## src/sv/sbct_pkg.sv

```systemverilog
// Shared types, constants and helpers for the swept box collision time block.
// Used by sbct_div_cell and swept_box_collision_time.
`timescale 1ns / 1ps
`default_nettype none

package sbct_pkg;

  localparam int DW = 32;            // divisor and time width
  localparam int NW = 49;            // numerator magnitude width (gap << 16)
  localparam int NSTEP = NW;         // one quotient bit per cell

  localparam logic [2:0] SIDE_NONE   = 3'd0;
  localparam logic [2:0] SIDE_LEFT   = 3'd1;
  localparam logic [2:0] SIDE_RIGHT  = 3'd2;
  localparam logic [2:0] SIDE_TOP    = 3'd3;
  localparam logic [2:0] SIDE_BOTTOM = 3'd4;

  localparam logic signed [DW-1:0] TIME_MIN = {1'b1, {(DW-1){1'b0}}};
  localparam logic signed [DW-1:0] TIME_MAX = {1'b0, {(DW-1){1'b1}}};

  typedef struct packed {
    logic [DW-1:0] rem;   // partial remainder
    logic [NW-1:0] nq;    // numerator bits shift out, quotient bits shift in
    logic [DW-1:0] d;     // divisor magnitude
    logic          neg;   // quotient sign
  } div_t;

  typedef struct packed {
    logic x_pos;
    logic x_neg;
    logic x_ovl;
    logic y_pos;
    logic y_neg;
    logic y_ovl;
  } info_t;

  // Apply the sign to a quotient magnitude and saturate to the time range.
  function automatic logic signed [DW-1:0] sat_time(input logic [NW-1:0] q, input logic neg);
    logic [NW-1:0] nq;
    nq = ~q + {{(NW-1){1'b0}}, 1'b1};
    if (neg) begin
      if (q > {{(NW-DW){1'b0}}, TIME_MIN}) sat_time = TIME_MIN;
      else sat_time = nq[DW-1:0];
    end else begin
      if (q > {{(NW-DW){1'b0}}, TIME_MAX}) sat_time = TIME_MAX;
      else sat_time = q[DW-1:0];
    end
  endfunction

endpackage

`default_nettype wire

```

## src/sv/sbct_div_cell.sv

```systemverilog
// One restoring division step: produces one quotient bit per cycle while en_i is high.
// Depends on sbct_pkg for the div_t data word.
`timescale 1ns / 1ps
`default_nettype none

module sbct_div_cell
  import sbct_pkg::*;
(
  input  wire  clk_i,
  input  wire  en_i,
  input  div_t dat_i,
  output div_t dat_o
);

  div_t dat_q, dat_d;
  logic [DW:0] trial;
  logic [DW:0] diff;

  always_comb begin
    trial = {dat_i.rem, dat_i.nq[NW-1]};
    diff  = trial - {1'b0, dat_i.d};
    dat_d = dat_i;
    if (trial >= {1'b0, dat_i.d}) begin
      dat_d.rem = diff[DW-1:0];
      dat_d.nq  = {dat_i.nq[NW-2:0], 1'b1};
    end else begin
      dat_d.rem = trial[DW-1:0];
      dat_d.nq  = {dat_i.nq[NW-2:0], 1'b0};
    end
  end

  always_ff @(posedge clk_i) begin
    if (en_i) dat_q <= dat_d;
  end

  assign dat_o = dat_q;

endmodule

`default_nettype wire

```

## config.mk

```make
export PLATFORM = sky130hd
export DESIGN_NAME = sbct_div_cell
export DESIGN_NICKNAME = d
export VERILOG_FILES = /design/src/sv/sbct_pkg.sv /design/src/sv/sbct_div_cell.sv
export SDC_FILE = /design/constraint.sdc
export NUM_CORES = 1
export LEC_CHECK = 0
export ABC_AREA = 1
export ABC_CLOCK_PERIOD_IN_PS = 3100
export BUFFER_PORTS_ARGS = -buffer_cell sky130_fd_sc_hd__buf_2
export CAP_MARGIN = 10
export CORE_UTILIZATION = 40
export CTS_BUF_LIST = sky130_fd_sc_hd__clkbuf_8 sky130_fd_sc_hd__clkbuf_16
export DETAILED_ROUTE_END_ITERATION = 8
export PLACE_DENSITY_LB_ADDON = 0.25
export SLEW_MARGIN = 40
export SYNTH_ARGS = -nofsm -noshare
export SYNTH_HDL_FRONTEND = slang
export SYNTH_SLANG_ARGS = --single-unit
```

## constraint.sdc

```tcl
create_clock -name clk_i -period 3.1 [get_ports clk_i]
set_input_delay 0.62 -clock clk_i [delete_from_list [all_inputs] [get_ports clk_i]]
set_output_delay 0.62 -clock clk_i [all_outputs]
set_load 0.03 [all_outputs]
```

Yosys cells after proc, flatten, opt, wreduce, memory -nomap -nowiden. Index checks and enable logic that the tools add are counted.

Flip-flop bits (word level): 114. Input port bits: 116. Word-level logic and storage cells: 7.

Order comparisons: 1. Multiplexer cells: 1. $add $sub $neg: 1.

Operators by type and width (number): 81-bit two-way mux (1); 33-bit by 32-bit greater-or-equal comparator with 1-bit output (1); 32-bit subtractor (1).

Logic depth before layout (Yosys ltp).
Depth after elaboration: 2. Mapped depth: 16. Mapped depth without buffers: 14.

Worst setup path before layout. Ideal clock, no wire load.

Path kind: input to register. From: input port dat_i[81] (netlist bit). To: register dat_q (netlist bit dat_o[98]) (data pin). Slack: 0.885 ns. Data arrival time: 1.963 ns. Setup time: 0.252 ns. Stages on the path: 13. Data required time: 2.848 ns. Path buffers: 0. Cell sequence: inv_1 -> ha_1 -> fa_1 -> inv_1 -> nand3_1 -> nand3_1 -> nand2_1 -> nand3_1 -> nand3_1 -> nand2_1 -> nand2_1 -> nand3_2 -> nand2_1.

RTL lines: start: declaration (line sbct_div_cell.sv:11) `input div_t dat_i,`; end signal: assignment (line sbct_div_cell.sv:33) `if (en_i) dat_q <= dat_d;`; end: declaration (line sbct_div_cell.sv:15) `div_t dat_q, dat_d;`.

==> flow_summary.yaml <==
timing:
  worst_pin_slew_ns: 0.508
  rsz0062_at_grt: "no"
  maxSlewHeadroom_pct: 66.1
  setup-violations-final: 0
  worst_slack_ns: 0.718
  period_needed_ns: 2.38
  finalMaxSlewViolations: 0
  fmaxAchievable_mhz: 420
  timing_hold_violations_final: 0
  min_period_over_period_pct: 76.8
critical_path:
  cp_num_buf_inv: 2
  slowest_stage: "nor2_4"
  worst_ep_required_time_ns: 3.26
  cp_top_family: "simple AND/OR/NAND/NOR gates"
  critPathMaxStageDelay_ns: 0.42
  crit_top_cell: "nand2_1"
  crit_path_end_kind: "flop"
  worstPathArrival_ns: 2.55
  critPathLaunchType: "input pin"
  critPathKind: "input pin to flop"
  critPathMaxFanout: 35
  crit_chain: "buf_2 -> inv_1 -> ha_1 -> nand2_1 -> nor2_2 -> nand2_1 -> nor2_2 -> nand2_1 -> nand3_1 -> nor2_4 -> nand2_8 -> nand2_1 -> nand2_1"
clock_network:
  cts_buffers: 17
  post_cts_buffers: 0
  ctsResizeCount: 0
  tritoncts: "done"
  clock-root-buffer: "clkbuf_16"
  clk_path_buf_depth: 2
  cts-htree-levels: 4
  postCtsHoldBufs: 0
  cts_num_sinks: 114
  clkTransAtPathRegs_ns: 0.06
die:
  start_util_pct: 41.4
  coreArea_um2: 16000
  pin_count: 230
  die_h_um: 131
  die_area_um2: 17100
  dieWidth_um: 131
  rows: 46
logic_synthesis:
  async_reset_ff_share_pct: 0
  synthesis.area_um2: 6620
  synth.avg_cell_area_um2: 8.64
  ys_seq_area_share_pct: 51.7
  yosys.area.top_type: "edfxtp_1"
  yosys-top-cells-count: "276 x nand2_1, 149 x inv_1, 114 x edfxtp_1"
  synth-edff-count: 114
  synth-seq-cells: 114
  yosysMostFrequentCell: "nand2_1"
  synthTopCellsByArea: "edfxtp_1 52%, nand2_1 16%, inv_1 8.5%, ha_1 6.1%, nand3_1 3.9%"
  synth_fp_nets: 915
  synth.distinct_cells: 29
  syn_inst: 766
  synth_top_cell_area_share_pct: 51.7
  ys.flop_type: "edfxtp_1"
  yosys_warnings: 0
power_and_ir_drop:
  p_leak_nw: 4.56
  ir_worst_vdd_v: 0.000358
  powerDensity_nw_per_um2: 574
hold_path:
  min_path_type: "input pin to flop"
  hold_start: "dat_i[40]"
  hold_depth: 1
  whs_endpoint: "dat_o[41]$_DFFE_PP_"
place:
  placedInstanceArea_um2: 8150
  dp_hpwl_um: 13500
  finalWeightedCongestion: 0.890
  io_buffers: 229
  placed_cells: 1223
  dp_slack_ns: 0.243
layout:
  drive_above_1_share_pct: 30.3
  final_util_pct: 54.5
  fin_cells: 1256
  finalNetCount: 1175
  syn_to_final_growth_pct: 31.7
  finalInstanceArea_um2: 8720
  largest_reg_flops: 114
run:
  max-cap-violations: 0
grt:
  overflow: 0
  first_global_vias: 5421
  grt_max_degree: 77
  grtUsageTotal_pct: 21.0
  antenna_found_initial: 3
  grt_pass1_wl_um: 26900
detailed_routing:
  vias: 5665
  dr.pass1.iters: 4
  via_per_inst: 4.51
  drt_iter0_markers: 239
  drcViolationCount: 0
  postRouteAntennaNets: 0
  post_drt_wl_per_cell_um: 13.8
  finalWirelength_um: 17300
run_status:
  status: "completed"
[metal layers]
| layer | routed length (um) | vias to the layer above | global-route usage (%) | part of all wire [%] |
|---|---|---|---|---|
| li1 | - | 2946 | - | - |
| met1 | 7510 | 2498 | 26.0 | 43 |
| met2 | 8320 | 197 | 36.1 | 48 |
| met3 | 1210 | 20 | 4.76 | 7.0 |
| met4 | 211 | 4 | 7.17 | 1.2 |
| met5 | 29 | - | 0 | 0.17 |
[worst max path at each step]
stage | start | to | slack (ns) | cells after the start
CTS | dat_i[15] | dat_o[84]$_DFFE_PP_ | 0.68 | 13
floorplan | dat_i[81] | dat_o[98]$_DFFE_PP_ | 0.88 | 13
global route | dat_i[15] | dat_o[82]$_DFFE_PP_ | 0.51 | 13
global placement | dat_i[15] | dat_o[82]$_DFFE_PP_ | -0.11 | 13
finish | dat_i[15] | dat_o[84]$_DFFE_PP_ | 0.72 | 13
detailed placement | dat_i[15] | dat_o[82]$_DFFE_PP_ | 0.24 | 13
[cell usage in the layout (no fill, tap or decap), types with 2 or more instances in the layout]
cell type	count
xor2_1	13
nand2_1	276
inv_8	2
a21oi_1	21
and2_1	8
nand3_2	16
clkinvlp_4	3
ha_1	32
nor2_1	34
clkinv_4	5
edfxtp_1	114
nand4_1	2
nor3_1	6
nand3_1	52
clkbuf_16	17
inv_2	3
buf_4	21
buf_2	228
inv_1	149
nand2_2	4
o21ai_0	2
nand3b_1	10
nor3_2	2
nor2_2	5
clkinv_2	3
[through the flow]
stage          power, mW  hold WS [ns]  TNS (ns)
6_report            5.00         0.373         0
5_1_grt             5.25         0.360         0
4_1_cts             5.06         0.363         0
3_5_place_dp        3.16         0.798         0
3_3_place_gp        3.15         0.796     -2.72
2_1_floorplan       2.76         0.719         0
[final cells by class]
| type | instances | area (um2) |
|---|---|---|
| clock buffer | 17 | 425 |
| fill | 1542 | 7280 |
| sequential | 114 | 3420 |
| multi-input combinational | 490 | 2540 |
| timing repair buffer | 251 | 1350 |
| tap | 216 | 270 |
| antenna | 1 | 2.50 |
| clock inverter | 15 | 138 |
| inverter | 152 | 571 |
[logic make-up after synthesis]
logic type      Yosys count  share of synthesized area (%)
buf+inv                 162                           9.85
xor+xnor                 14                           1.85
compound gates           24                           1.85
flops                   114                           51.7
fa+ha+maj                33                           6.35
simple gates            419                           28.4
[power breakdown]
part / leakage, nW / total (mW) / switching, mW / internal (mW)
registers: 1.12 / 1.92 / 0.0347 / 1.88
clock network: 0.270 / 1.88 / 0.769 / 1.11
logic: 3.17 / 1.21 / 0.820 / 0.388
total: 4.56 / 5.00 / 1.62 / 3.38
Power figures use the tool's default switching activity.
